**src/sv/acls_pkg.sv**
```systemverilog
package acls_pkg;

  typedef enum logic [1:0] {
    OP_START  = 2'd0,
    OP_SAMPLE = 2'd1,
    OP_DETECT = 2'd2
  } opcode_e;

  typedef enum logic [2:0] {
    K_TUNE        = 3'd0,
    K_TUNE_DETECT = 3'd1,
    K_FOUND       = 3'd2,
    K_NOT_FOUND   = 3'd3,
    K_ABORTED     = 3'd4,
    K_IGNORED     = 3'd5
  } kind_e;

  typedef enum logic [1:0] {
    PH_IDLE   = 2'd0,
    PH_SEARCH = 2'd1,
    PH_DETECT = 2'd2
  } phase_e;

  typedef enum logic [1:0] {
    CFG_MIN_FREQ    = 2'd0,
    CFG_MAX_FREQ    = 2'd1,
    CFG_STOP_WINDOW = 2'd2,
    CFG_UP_LOCK_THR = 2'd3
  } cfg_idx_e;

  localparam logic [1:0] SIG_NONE  = 2'd0;
  localparam logic [1:0] SIG_VALID = 2'd1;

  localparam logic [3:0] AFC_CODE_BELOW = 4'd7;
  localparam logic [3:0] AFC_CODE_ABOVE = 4'd8;
  localparam logic [3:0] AFC_LOW_FIRST  = 4'd1;
  localparam logic [3:0] AFC_LOW_LAST   = 4'd6;
  localparam logic [3:0] AFC_HIGH_FIRST = 4'd9;
  localparam logic [3:0] AFC_HIGH_LAST  = 4'd14;
  localparam logic [1:0] LEVEL_OK       = 2'b11;

  localparam logic [4:0] LF_NUDGE  = 5'h01;
  localparam logic [4:0] LF_DETECT = 5'h02;
  localparam logic [4:0] LF_CENTER = 5'h04;
  localparam logic [4:0] LF_LOW    = 5'h0a;
  localparam logic [4:0] LF_HIGH   = 5'h10;
  localparam logic [4:0] LF_LOCK_A = 5'h1b;
  localparam logic [4:0] LF_LOCK_B = 5'h1a;
  localparam logic [4:0] LF_FULL   = 5'h1f;

  localparam logic [7:0] LOW_RUN_LIMIT = 8'd4;
  localparam logic [15:0] FREQ_MAX     = 16'hffff;

  localparam logic [15:0] RST_MIN_FREQ    = 16'd1000;
  localparam logic [15:0] RST_MAX_FREQ    = 16'd14000;
  localparam logic [15:0] RST_STOP_WINDOW = 16'd300;
  localparam logic [7:0]  RST_UP_LOCK_THR = 8'd3;

  typedef struct packed {
    logic [1:0]  opcode;
    logic [15:0] start_freq;
    logic        search_up;
    logic [7:0]  afc_status;
    logic        stop_request;
    logic [1:0]  signal_type;
  } in_t;

  typedef struct packed {
    logic [2:0]  result_kind;
    logic [15:0] tune_freq;
  } out_t;

  typedef struct packed {
    logic [15:0] min_freq;
    logic [15:0] max_freq;
    logic [15:0] stop_window;
    logic [7:0]  up_lock_threshold;
  } cfg_t;

  typedef struct packed {
    logic [15:0] current_freq;
    logic [15:0] base_freq;
    logic [4:0]  lock_flags;
    logic [7:0]  detect_count;
    logic [7:0]  low_level_run;
    logic [15:0] candidate_freq;
    logic        direction_up;
    phase_e      phase;
  } state_t;

  function automatic logic [7:0] sat_inc8(input logic [7:0] v);
    sat_inc8 = (v == 8'hff) ? v : v + 8'd1;
  endfunction

endpackage

```
**src/sv/afc_channel_lock_search.sv**
```systemverilog
// Channel search sequencer driven by demodulator AFC status.
// Items enter on the input channel (in_valid_i, in_ready_o, in_data_i): a start
// item sets the start divider and direction, sample items carry the AFC status
// byte and the stop key, and detection answers reply to a detect request.
// Every item yields exactly one result on the output channel (out_valid_o,
// out_ready_i, out_data_o): tune, tune and detect, found, not found, aborted
// or ignored, with the divider to use.
// An accepted item is registered, passed through the step logic and written
// to the result register. One item per cycle is sustained while the receiver
// does not stall; the single pass through the step logic sets that figure.
// When the receiver stalls, the result register holds and the input register
// keeps one more item, after which in_ready_o drops until the result moves.
// Reset empties both registers, puts the search in the idle phase with all
// counters cleared and loads the default limits. Configuration is written
// through cfg_we_i, cfg_idx_i and cfg_data_i; the user must write it only
// while no item is in flight, and the block does not enforce this.
module afc_channel_lock_search (
  input  logic            clk_i,
  input  logic            rst_ni,
  input  logic            in_valid_i,
  output logic            in_ready_o,
  input  acls_pkg::in_t   in_data_i,
  output logic            out_valid_o,
  input  logic            out_ready_i,
  output acls_pkg::out_t  out_data_o,
  input  logic            cfg_we_i,
  input  logic [1:0]      cfg_idx_i,
  input  logic [15:0]     cfg_data_i
);
  import acls_pkg::*;

  logic     s1_valid_q;
  in_t      s1_data_q;
  logic     out_valid_q;
  out_t     out_data_q;
  cfg_t     cfg_q;
  state_t   state_q;
  state_t   state_d;
  out_t     res_d;
  logic     advance;

  assign advance    = s1_valid_q && (!out_valid_q || out_ready_i);
  assign in_ready_o = !s1_valid_q || advance;

  acls_step u_step (
    .st_i   (state_q),
    .item_i (s1_data_q),
    .cfg_i  (cfg_q),
    .st_o   (state_d),
    .res_o  (res_d)
  );

  always_ff @(posedge clk_i or negedge rst_ni) begin
    if (!rst_ni) begin
      s1_valid_q  <= 1'b0;
      out_valid_q <= 1'b0;
      state_q     <= '{current_freq: '0, base_freq: '0, lock_flags: '0,
                       detect_count: '0, low_level_run: '0, candidate_freq: '0,
                       direction_up: 1'b0, phase: PH_IDLE};
    end else begin
      if (in_ready_o) begin
        s1_valid_q <= in_valid_i;
      end
      if (advance) begin
        out_valid_q <= 1'b1;
        state_q     <= state_d;
      end else if (out_ready_i) begin
        out_valid_q <= 1'b0;
      end
    end
  end

  always_ff @(posedge clk_i) begin
    if (in_ready_o && in_valid_i) begin
      s1_data_q <= in_data_i;
    end
    if (advance) begin
      out_data_q <= res_d;
    end
  end

  always_ff @(posedge clk_i or negedge rst_ni) begin
    if (!rst_ni) begin
      cfg_q <= '{min_freq: RST_MIN_FREQ, max_freq: RST_MAX_FREQ,
                 stop_window: RST_STOP_WINDOW, up_lock_threshold: RST_UP_LOCK_THR};
    end else if (cfg_we_i) begin
      case (cfg_idx_i)
        CFG_MIN_FREQ:    cfg_q.min_freq          <= cfg_data_i;
        CFG_MAX_FREQ:    cfg_q.max_freq          <= cfg_data_i;
        CFG_STOP_WINDOW: cfg_q.stop_window       <= cfg_data_i;
        CFG_UP_LOCK_THR: cfg_q.up_lock_threshold <= cfg_data_i[7:0];
        default: begin
          cfg_q <= cfg_q;
        end
      endcase
    end
  end

  assign out_valid_o = out_valid_q;
  assign out_data_o  = out_data_q;

  a_ready_low_needs_item: assert property (@(posedge clk_i) disable iff (!rst_ni)
    !in_ready_o |-> s1_valid_q)
    else $error("input register refused a transfer while empty");

  a_detect_sets_phase: assert property (@(posedge clk_i) disable iff (!rst_ni)
    advance && res_d.result_kind == K_TUNE_DETECT |=> state_q.phase == PH_DETECT)
    else $error("detect request without entering the detection phase");

  a_found_ends_search: assert property (@(posedge clk_i) disable iff (!rst_ni)
    advance && (res_d.result_kind == K_FOUND || res_d.result_kind == K_NOT_FOUND ||
                res_d.result_kind == K_ABORTED) |=> state_q.phase == PH_IDLE)
    else $error("search did not end after a final result");

  a_no_freq_on_end: assert property (@(posedge clk_i) disable iff (!rst_ni)
    out_valid_q && (out_data_q.result_kind == K_NOT_FOUND ||
                    out_data_q.result_kind == K_ABORTED ||
                    out_data_q.result_kind == K_IGNORED) |-> out_data_q.tune_freq == '0)
    else $error("divider reported with a result that carries none");

endmodule

```
**src/sv/acls_step.sv**
```systemverilog
module acls_step (
  input  acls_pkg::state_t st_i,
  input  acls_pkg::in_t    item_i,
  input  acls_pkg::cfg_t   cfg_i,
  output acls_pkg::state_t st_o,
  output acls_pkg::out_t   res_o
);
  import acls_pkg::*;

  logic        up;
  logic [3:0]  code;
  logic        is_sample;
  logic        is_answer;
  logic        abort_hit;
  logic [16:0] up_limit;
  logic [15:0] down_limit;
  logic [15:0] cur_s;
  logic [4:0]  lf_s;
  logic [7:0]  dc_s;
  logic [7:0]  llr_s;
  logic [15:0] cand_s;
  logic        lock_go;
  logic [15:0] step_base;
  logic        step_end;
  logic [15:0] step_next;

  assign up        = st_i.direction_up;
  assign code      = item_i.afc_status[4:1];
  assign is_sample = (item_i.opcode == OP_SAMPLE) && (st_i.phase == PH_SEARCH);
  assign is_answer = (item_i.opcode == OP_DETECT) && (st_i.phase == PH_DETECT);

  // The stop window is checked without wrap upward and clamped at zero downward.
  assign up_limit   = {1'b0, st_i.base_freq} + {1'b0, cfg_i.stop_window};
  assign down_limit = (st_i.base_freq > cfg_i.stop_window) ?
                      st_i.base_freq - cfg_i.stop_window : '0;
  always_comb begin
    if (up) begin
      abort_hit = item_i.stop_request && ({1'b0, st_i.current_freq} > up_limit);
    end else begin
      abort_hit = item_i.stop_request && (st_i.current_freq < down_limit);
    end
  end

  always_comb begin
    cur_s  = st_i.current_freq;
    lf_s   = st_i.lock_flags;
    dc_s   = st_i.detect_count;
    cand_s = st_i.candidate_freq;
    llr_s  = '0;
    if (code == AFC_CODE_BELOW || code == AFC_CODE_ABOVE) begin
      if ((code == AFC_CODE_BELOW) == up) begin
        lf_s = LF_NUDGE;
        if (up) begin
          if (cur_s != FREQ_MAX) begin
            cur_s = cur_s + 16'd1;
          end
        end else begin
          if (cur_s != '0) begin
            cur_s = cur_s - 16'd1;
          end
        end
      end else begin
        dc_s = sat_inc8(dc_s);
        lf_s = lf_s | LF_DETECT;
      end
    end else if (code >= AFC_LOW_FIRST && code <= AFC_LOW_LAST) begin
      lf_s = lf_s | LF_LOW;
    end else if (code >= AFC_HIGH_FIRST && code <= AFC_HIGH_LAST) begin
      lf_s = lf_s | LF_HIGH;
    end else begin
      lf_s   = lf_s | LF_CENTER;
      cand_s = cur_s;
    end
    if (lf_s == LF_LOCK_A || lf_s == LF_LOCK_B) begin
      llr_s = sat_inc8(st_i.low_level_run);
      if (cand_s == '0) begin
        cand_s = cur_s;
      end
    end
    lock_go = 1'b0;
    if (item_i.afc_status[7:6] != LEVEL_OK) begin
      lf_s = '0;
      dc_s = '0;
    end else begin
      lock_go = (lf_s == LF_FULL || llr_s > LOW_RUN_LIMIT) &&
                (up ? (dc_s > cfg_i.up_lock_threshold) : (dc_s != '0));
    end
  end

  // One divider step in the search direction; the search ends at the range limits.
  assign step_base = is_sample ? cur_s : st_i.current_freq;
  always_comb begin
    if (up) begin
      step_end  = (step_base == FREQ_MAX) || (step_base >= cfg_i.max_freq);
      step_next = step_base + 16'd1;
    end else begin
      step_end  = (step_base == '0) || (step_base <= cfg_i.min_freq);
      step_next = step_base - 16'd1;
    end
  end

  always_comb begin
    st_o = st_i;
    case (item_i.opcode)
      OP_START: begin
        st_o.current_freq   = item_i.start_freq;
        st_o.base_freq      = item_i.start_freq;
        st_o.direction_up   = item_i.search_up;
        st_o.candidate_freq = '0;
        st_o.lock_flags     = '0;
        st_o.detect_count   = '0;
        st_o.low_level_run  = '0;
        st_o.phase          = PH_SEARCH;
      end
      OP_SAMPLE: begin
        if (is_sample) begin
          if (abort_hit) begin
            st_o.phase = PH_IDLE;
          end else begin
            st_o.current_freq   = step_end || lock_go ? cur_s : step_next;
            st_o.lock_flags     = lf_s;
            st_o.detect_count   = dc_s;
            st_o.low_level_run  = llr_s;
            st_o.candidate_freq = cand_s;
            st_o.phase          = lock_go ? PH_DETECT : (step_end ? PH_IDLE : PH_SEARCH);
          end
        end
      end
      OP_DETECT: begin
        if (is_answer) begin
          if (item_i.signal_type == SIG_VALID) begin
            st_o.phase = PH_IDLE;
          end else begin
            if (item_i.signal_type == SIG_NONE) begin
              st_o.low_level_run = '0;
              st_o.lock_flags    = '0;
              st_o.detect_count  = '0;
            end
            st_o.candidate_freq = '0;
            st_o.current_freq   = step_end ? st_i.current_freq : step_next;
            st_o.phase          = step_end ? PH_IDLE : PH_SEARCH;
          end
        end
      end
      default: begin
        st_o = st_i;
      end
    endcase
  end

  always_comb begin
    res_o.result_kind = K_IGNORED;
    res_o.tune_freq   = '0;
    case (item_i.opcode)
      OP_START: begin
        res_o.result_kind = K_TUNE;
        res_o.tune_freq   = item_i.start_freq;
      end
      OP_SAMPLE: begin
        if (is_sample) begin
          if (abort_hit) begin
            res_o.result_kind = K_ABORTED;
          end else if (lock_go) begin
            res_o.result_kind = K_TUNE_DETECT;
            res_o.tune_freq   = cand_s;
          end else if (step_end) begin
            res_o.result_kind = K_NOT_FOUND;
          end else begin
            res_o.result_kind = K_TUNE;
            res_o.tune_freq   = step_next;
          end
        end
      end
      OP_DETECT: begin
        if (is_answer) begin
          if (item_i.signal_type == SIG_VALID) begin
            res_o.result_kind = K_FOUND;
            res_o.tune_freq   = st_i.candidate_freq;
          end else if (step_end) begin
            res_o.result_kind = K_NOT_FOUND;
          end else begin
            res_o.result_kind = K_TUNE;
            res_o.tune_freq   = step_next;
          end
        end
      end
      default: begin
        res_o.result_kind = K_IGNORED;
      end
    endcase
  end

endmodule

```
**config.mk**
```make
export PLATFORM = sky130hd
export DESIGN_NAME = afc_channel_lock_search
export DESIGN_NICKNAME = d
export VERILOG_FILES = /design/src/sv/acls_pkg.sv /design/src/sv/afc_channel_lock_search.sv /design/src/sv/acls_step.sv
export SDC_FILE = /design/constraint.sdc
export NUM_CORES = 1
export LEC_CHECK = 0
export BUFFER_PORTS_ARGS = -buffer_cell sky130_fd_sc_hd__buf_2
export CAP_MARGIN = 20
export CORE_MARGIN = 8
export CORE_UTILIZATION = 35
export CTS_CLUSTER_SIZE = 30
export DETAILED_ROUTE_END_ITERATION = 12
export PLACE_DENSITY = 0.57
export SETUP_SLACK_MARGIN = 0.1
export SKIP_LAST_GASP = 1
export SLEW_MARGIN = 20
export SYNTH_ARGS = -nofsm -noshare
export SYNTH_HDL_FRONTEND = slang
export SYNTH_HIERARCHICAL = 1
export SYNTH_SLANG_ARGS = --single-unit
export TNS_END_PERCENT = 100
```
**constraint.sdc**
```tcl
create_clock -name clk_i -period 7.7 [get_ports clk_i]
set_input_delay 1.54 -clock clk_i [delete_from_list [all_inputs] [get_ports clk_i]]
set_output_delay 1.54 -clock clk_i [all_outputs]
set_load 0.03 [all_outputs]
```
==> metrics.md, run 1 <==
| Metric | Value |
|---|---|
| Run status | `complete, no violations` |
| Total gr overflow | `0` |
| Max-slew violation total from the final report | `0` |
| RSZ-0062 raised after global routing | `no` |
| Pin count of the biggest net entering global routing | `71` |
| Met2 capacity usage during global routing | `31.8%` |
| RD Place Congestion | `0.962` |
| Critical Path Fanout Max | `15` |
| Global-route wire length before repair | `73200 µm` |
| Lkg Pwr | `0.00699 µW` |
| Setup Crit Path Kind | `reg -> reg` |
| Yosys warnings | `6` |
| Total power | `5980 µW` |
| Met1 usage | `26.9%` |
| Sw Share | `49.2%` |
| GRT met3 Usage | `3.55%` |
| Final worst path period share | `84.5%` |
| Initial Util | `35.3%` |
| Final Hold Viols | `0` |
| Initial antenna violation count | `1` |
| Num CTS Buffers | `17` |
| PostCTS Resize Cnt | `0` |
| Vias | `12600` |
| Core area | `40600 µm²` |
| Vias per inst | `5.75` |
| Final worst setup slack | `1.20 ns` |
| Post-detail-place hpwl | `36300 µm` |
| Combinational share of power | `62.9%` |
| WL per Instance | `21.8 µm` |
| # port buffers | `71` |
| Hold WC Path Type | `reg -> reg` |
| Area Growth Syn to Fin | `10.8%` |
| Synthesized area per cell | `9.02 µm²` |
| Routed Antenna Nets | `0` |
| Internal | `3040 µW` |
| Worst-Margin Slew | `0.950 ns` |
| Final Cell Area | `15900 µm²` |
| CP Capture Type | `register` |
| Pre-CTS WS | `1.33 ns` |
| Residual DRC count | `0` |
| Clk_lat worst skew | `0.46 ns` |
| Die area | `47800 µm²` |
| # hold bufs at CTS | `0` |
| Skew final | `0.0165 ns` |
| Seq pwr share | `22.8%` |
| Final Core Density | `39.2%` |
| Vias in the first global route | `12300` |
| Pwr/cell area | `376 nW/µm²` |
| CTS Buffer Depth | `2` |
| Area after DPL | `15400 µm²` |
| Nets | `1820` |
| Peak supply drop | `0.000154 V` |
| H-tree lvl count | `4` |
| Worst-path clk slew | `0.07 ns` |
| Total clock sinks | `177` |
| Layout cells sized above 1 | `19.6%` |
| # IOs | `74` |
| All-layer global routing usage | `19.8%` |
| Setup_tns | `0 ns` |
| Post-Syn Nets | `1769` |
| Setup violations, final | `0` |
| Max Freq | `154 MHz` |
| Synth Instances | `1591` |
| Drt first pass iters | `5` |
| Die height | `219 µm` |
| Sw power | `2940 µW` |
| CTS tree | `done` |
| CP required | `7.86 ns` |
| Routed wire length | `47700 µm` |
| GRT busiest layer | `met2` |
| Slew Limit Headroom | `36.4%` |
| Min cycle time layout | `6.50 ns` |
| Clock Root Buffer | `clkbuf_16` |
| MaxCap Viol Count | `0` |
| Synthesized cell area | `14400 µm²` |
| Worst setup SP type | `register` |
| Die Wd | `219 µm` |
| WP data arrival | `6.67 ns` |
| Core Rows | `74` |
| Power share of the clock group | `14.3%` |
| Iteration-0 DRC Markers | `1127` |
| Post-CTS Setup Inserts | `0` |
[worst max-delay path, stage by stage, from the launching register on]
cell	delay (ns)
dfrtp_1	0.40
inv_1	0.08
ha_1	0.17
inv_1	0.05
fa_1	0.40
a21oi_1	0.20
o21bai_1	0.16
a221oi_1	0.56
o21ai_1	0.26
a221oi_1	0.45
nor2_1	0.33
nand3b_1	0.20
ha_1	0.26
a21o_1	0.16
a21o_1	0.17
a21oi_1	0.25
nand4_1	0.13
o211ai_1	0.26
a32o_1	0.43
or3_1	0.37
o21ai_0	0.31
a222oi_1	0.38
o21ai_0	0.22
[worst paths after layout]
| kind | depth (start not counted) | end | slack, ns | startpoint |
|---|---|---|---|---|
| setup / recovery | 22 | out_data_o[12]$_DFFE_PP_ | 1.20 | state_q[40]$_DFFE_PN0P_ |
| hold / removal | 1 | cfg_q[2]$_DFFE_PN0P_ | 0.51 | cfg_q[2]$_DFFE_PN0P_ |
| setup reg to reg | 22 | out_data_o[12]$_DFFE_PP_ | 1.20 | state_q[40]$_DFFE_PN0P_ |
| hold reg to reg | 1 | cfg_q[2]$_DFFE_PN0P_ | 0.51 | cfg_q[2]$_DFFE_PN0P_ |
| max in group asynchronous | 2 | cfg_q[50]$_DFFE_PN0P_ | 5.30 | rst_ni |
| min in group asynchronous | 1 | state_q[1]$_DFFE_PN0P_ | 1.09 | rst_ni |
[state kept, by name (all words and copies together) (netlist names)]
| signal | count |
|---|---|
| state_q | 72 |
| cfg_q | 56 |
| s1_valid_q | 1 |
| out_valid_o | 1 |
| s1_data_q | 28 |
| out_data_o | 19 |
[final cells by class]
type                            count  area (µm²)
Fill cell                        4074       24700
Timing Repair Buffer              115         692
Tap cell                          532         666
Clock buffer                       17         425
Antenna cell                        1        2.50
Inverter                          108         405
Sequential cell                   177        4690
Clock inverter                     15         135
Multi-Input combinational cell   1223        8900
[through the flow]
step / hold slack, ns / instances
2_1_floorplan: 0.477 / 1591
3_3_place_gp: 0.489 / 2155
3_5_place_dp: 0.495 / 2155
4_1_cts: 0.512 / 2187
5_1_grt: 0.521 / 2187
6_report: 0.507 / 2188
[power groups by stage]
stage / Clock [µW] / Sequential (µW) / Combinational [µW]
after floorplan: 0 / 1330 / 2520
after global placement: 0 / 1370 / 3610
after detailed placement: 0 / 1380 / 3660
after CTS: 882 / 1360 / 3680
after global routing: 912 / 1390 / 4110
final: 857 / 1360 / 3760
[cells in the final DEF, fill, tap and decap left out, types with 17 or more instances in the layout]
cell,n
nor2_1,100
xnor2_1,41
buf_2,70
nor4_1,17
ha_1,122
clkbuf_16,17
edfxtp_1,47
nor3_1,23
mux2_2,130
nand4_1,30
nand2_1,163
a21oi_1,88
dfstp_2,19
inv_1,106
buf_4,44
dfrtp_1,111
a21o_1,29
nand3_1,40
xor2_1,24
o21ai_0,84
[layer usage]
| layer | up-vias | share of wire (%) |
|---|---|---|
| met5 | - | 0 |
| met1 | 6139 | 45 |
| met2 | 449 | 46 |
| met4 | 0 | 2.4 |
| met3 | 67 | 6.6 |
| li1 | 5924 | - |
(Power assumes the default switching activity.)
==> run 2: changes to the inputs <==
--- a/config.mk
+++ b/config.mk
@@ -11,7 +11,7 @@
 export CORE_UTILIZATION = 35
 export CTS_CLUSTER_SIZE = 30
 export DETAILED_ROUTE_END_ITERATION = 12
-export PLACE_DENSITY = 0.57
+export PLACE_DENSITY = 0.59
 export SETUP_SLACK_MARGIN = 0.1
 export SKIP_LAST_GASP = 1
 export SLEW_MARGIN = 20
==> constraint.sdc (replaced) <==
create_clock -name clk_i -period 5.9 [get_ports clk_i]
set_input_delay 1.18 -clock clk_i [delete_from_list [all_inputs] [get_ports clk_i]]
set_output_delay 1.18 -clock clk_i [all_outputs]
set_load 0.03 [all_outputs]
==> metrics.md, run 2 (synthesis results as in run 1) <==
| Metric | Value |
|---|---|
| Total clock sinks | `177` |
| Skew final | `0.0209 ns` |
| Hold WC Path Type | `reg -> reg` |
| # port buffers | `71` |
| Drt first pass iters | `5` |
| Combinational share of power | `64.0%` |
| Largest register FFs | `72` |
| Final Instance Count excl. Fillers | `2237` |
| Placed cell count | `2204` |
| Clock Root Buffer | `clkbuf_16` |
| Lkg Pwr | `0.00727 µW` |
| Commonest non-fill, non-tap cell in the layout | `nand2_1` |
| CTS Buffer Depth | `2` |
| Total gr overflow | `0` |
| Residual DRC count | `0` |
| Largest registers | `state_q: 72 flops, cfg_q: 56 flops, s1_data_q: 28 flops` |
| RSZ-0062 raised after global routing | `no` |
| Slew Limit Headroom | `38.0%` |
| Min cycle time layout | `5.48 ns` |
| All-layer global routing usage | `19.9%` |
| Run status | `complete, no violations` |
| Sw Share | `48.5%` |
| Power share of the clock group | `13.8%` |
| CP Capture Type | `register` |
| Num CTS Buffers | `17` |
| Setup_tns | `0 ns` |
| CTS tree | `done` |
| Worst-Margin Slew | `0.929 ns` |
| Max-slew violation total from the final report | `0` |
| Critical Path Fanout Max | `8` |
| WL per Instance | `21.5 µm` |
| # IOs | `74` |
| Global-route wire length before repair | `73400 µm` |
| Clk_lat worst skew | `0.47 ns` |
| CP required | `6.26 ns` |
| Die height | `219 µm` |
| Final Core Density | `40.4%` |
| Seq pwr share | `22.2%` |
| Setup violations, final | `0` |
| Fill cell count | `4108` |
| Sw power | `3930 µW` |
| Max Freq | `183 MHz` |
| Routed wire length | `48000 µm` |
| Most frequent cells in the layout | `nand2_1 (163), mux2_2 (130), ha_1 (120)` |
| Layout cells sized above 1 | `22.9%` |
| Final worst path period share | `92.8%` |
| Worst setup SP type | `register` |
| Biggest register | `state_q` |
| H-tree lvl count | `4` |
| Internal | `4170 µW` |
| Routed Antenna Nets | `0` |
| Core area | `40600 µm²` |
| Area Growth Syn to Fin | `14.3%` |
| N_diodes | `0` |
| Worst-path clk slew | `0.09 ns` |
| Vias | `12700` |
| Peak supply drop | `0.000198 V` |
| MaxCap Viol Count | `0` |
| Post-detail-place hpwl | `37500 µm` |
| Vias per inst | `5.67` |
| WP data arrival | `5.84 ns` |
| Die area | `47800 µm²` |
| Initial Util | `35.3%` |
| Nets | `1870` |
| Initial antenna violation count | `0` |
| Pwr/cell area | `494 nW/µm²` |
| Pin count of the biggest net entering global routing | `48` |
| Final Hold Viols | `0` |
| RD Place Congestion | `0.977` |
| Setup Crit Path Kind | `reg -> reg` |
| Die Wd | `219 µm` |
| Iteration-0 DRC Markers | `1030` |
| Vias in the first global route | `12300` |
| Core Rows | `74` |
run 2: critical path, stage by stage, from the launching register on:
cell	delay, ns
dfrtp_1	0.47
buf_4	0.21
nor4_1	0.45
and4_1	0.37
mux2_2	0.37
a32oi_1	0.16
o22ai_1	0.14
inv_1	0.18
ha_1	0.28
nor2b_1	0.13
o21a_1	0.17
o21a_1	0.16
o21ai_0	0.16
a21oi_1	0.10
a2111o_1	0.42
and3_1	0.20
a32oi_4	0.35
buf_4	0.25
o21ai_0	0.12
or3_1	0.32
o211a_1	0.12
mux2_2	0.26
run 2: final timing paths:
path | start | to | slack [ns] | cells after the start
max | state_q[61]$_DFFE_PN0P_ | state_q[69]$_DFFE_PN0P_ | 0.42 | 21
min | cfg_q[41]$_DFFE_PN0P_ | cfg_q[41]$_DFFE_PN0P_ | 0.51 | 1
max reg2reg | state_q[61]$_DFFE_PN0P_ | state_q[69]$_DFFE_PN0P_ | 0.42 | 21
min reg2reg | cfg_q[41]$_DFFE_PN0P_ | cfg_q[41]$_DFFE_PN0P_ | 0.51 | 1
max in group asynchronous | rst_ni | cfg_q[34]$_DFFE_PN1P_ | 4.25 | 2
min in group asynchronous | rst_ni | state_q[0]$_DFFE_PN0P_ | 0.66 | 1
run 2: timing repair:
action                                  4_1_cts  5_1_grt
gates resized for setup                       0       21
endpoints found under the setup margin        0       69
buffers inserted                              0        1
hold buffers                                  0        0
run 2: layer usage:
layer  wire length, µm  vias to the layer above  global-route usage [%]
met5                 0                        -                       0
met4              1450                        0                    7.19
met3              3290                       63                    3.69
met2             21400                      467                    30.8
met1             21900                     6132                    27.4
li1                  -                     6021                       -
run 2: area by class of cell:
type	instances	area, µm²	area share, %
clock buffer	17	425	2.59
sequential	177	4690	28.6
multi-input combinational	1223	8980	54.7
inverter	108	405	2.47
timing repair buffer	165	1090	6.66
tap	532	666	4.06
clock inverter	15	148	0.900
run 2: stage by stage:
step	area (µm²)	total power (µW)	setup WS, ns	hold WS [ns]
final	16400	8100	0.422	0.507
after global routing	16400	8690	0.112	0.522
after CTS	16300	7980	0.114	0.511
after detailed placement	15700	6820	0.166	0.495
after global placement	15700	6740	0.215	0.489
after floorplan	14400	5020	0.550	0.477
run 2: power by group through the flow:
stage          clock network [µW]  registers [µW]  logic, µW
3_3_place_gp                    0            1800       4940
6_report                     1120            1800       5180
2_1_floorplan                   0            1740       3280
5_1_grt                      1200            1830       5660
4_1_cts                      1150            1790       5040
3_5_place_dp                    0            1810       5010
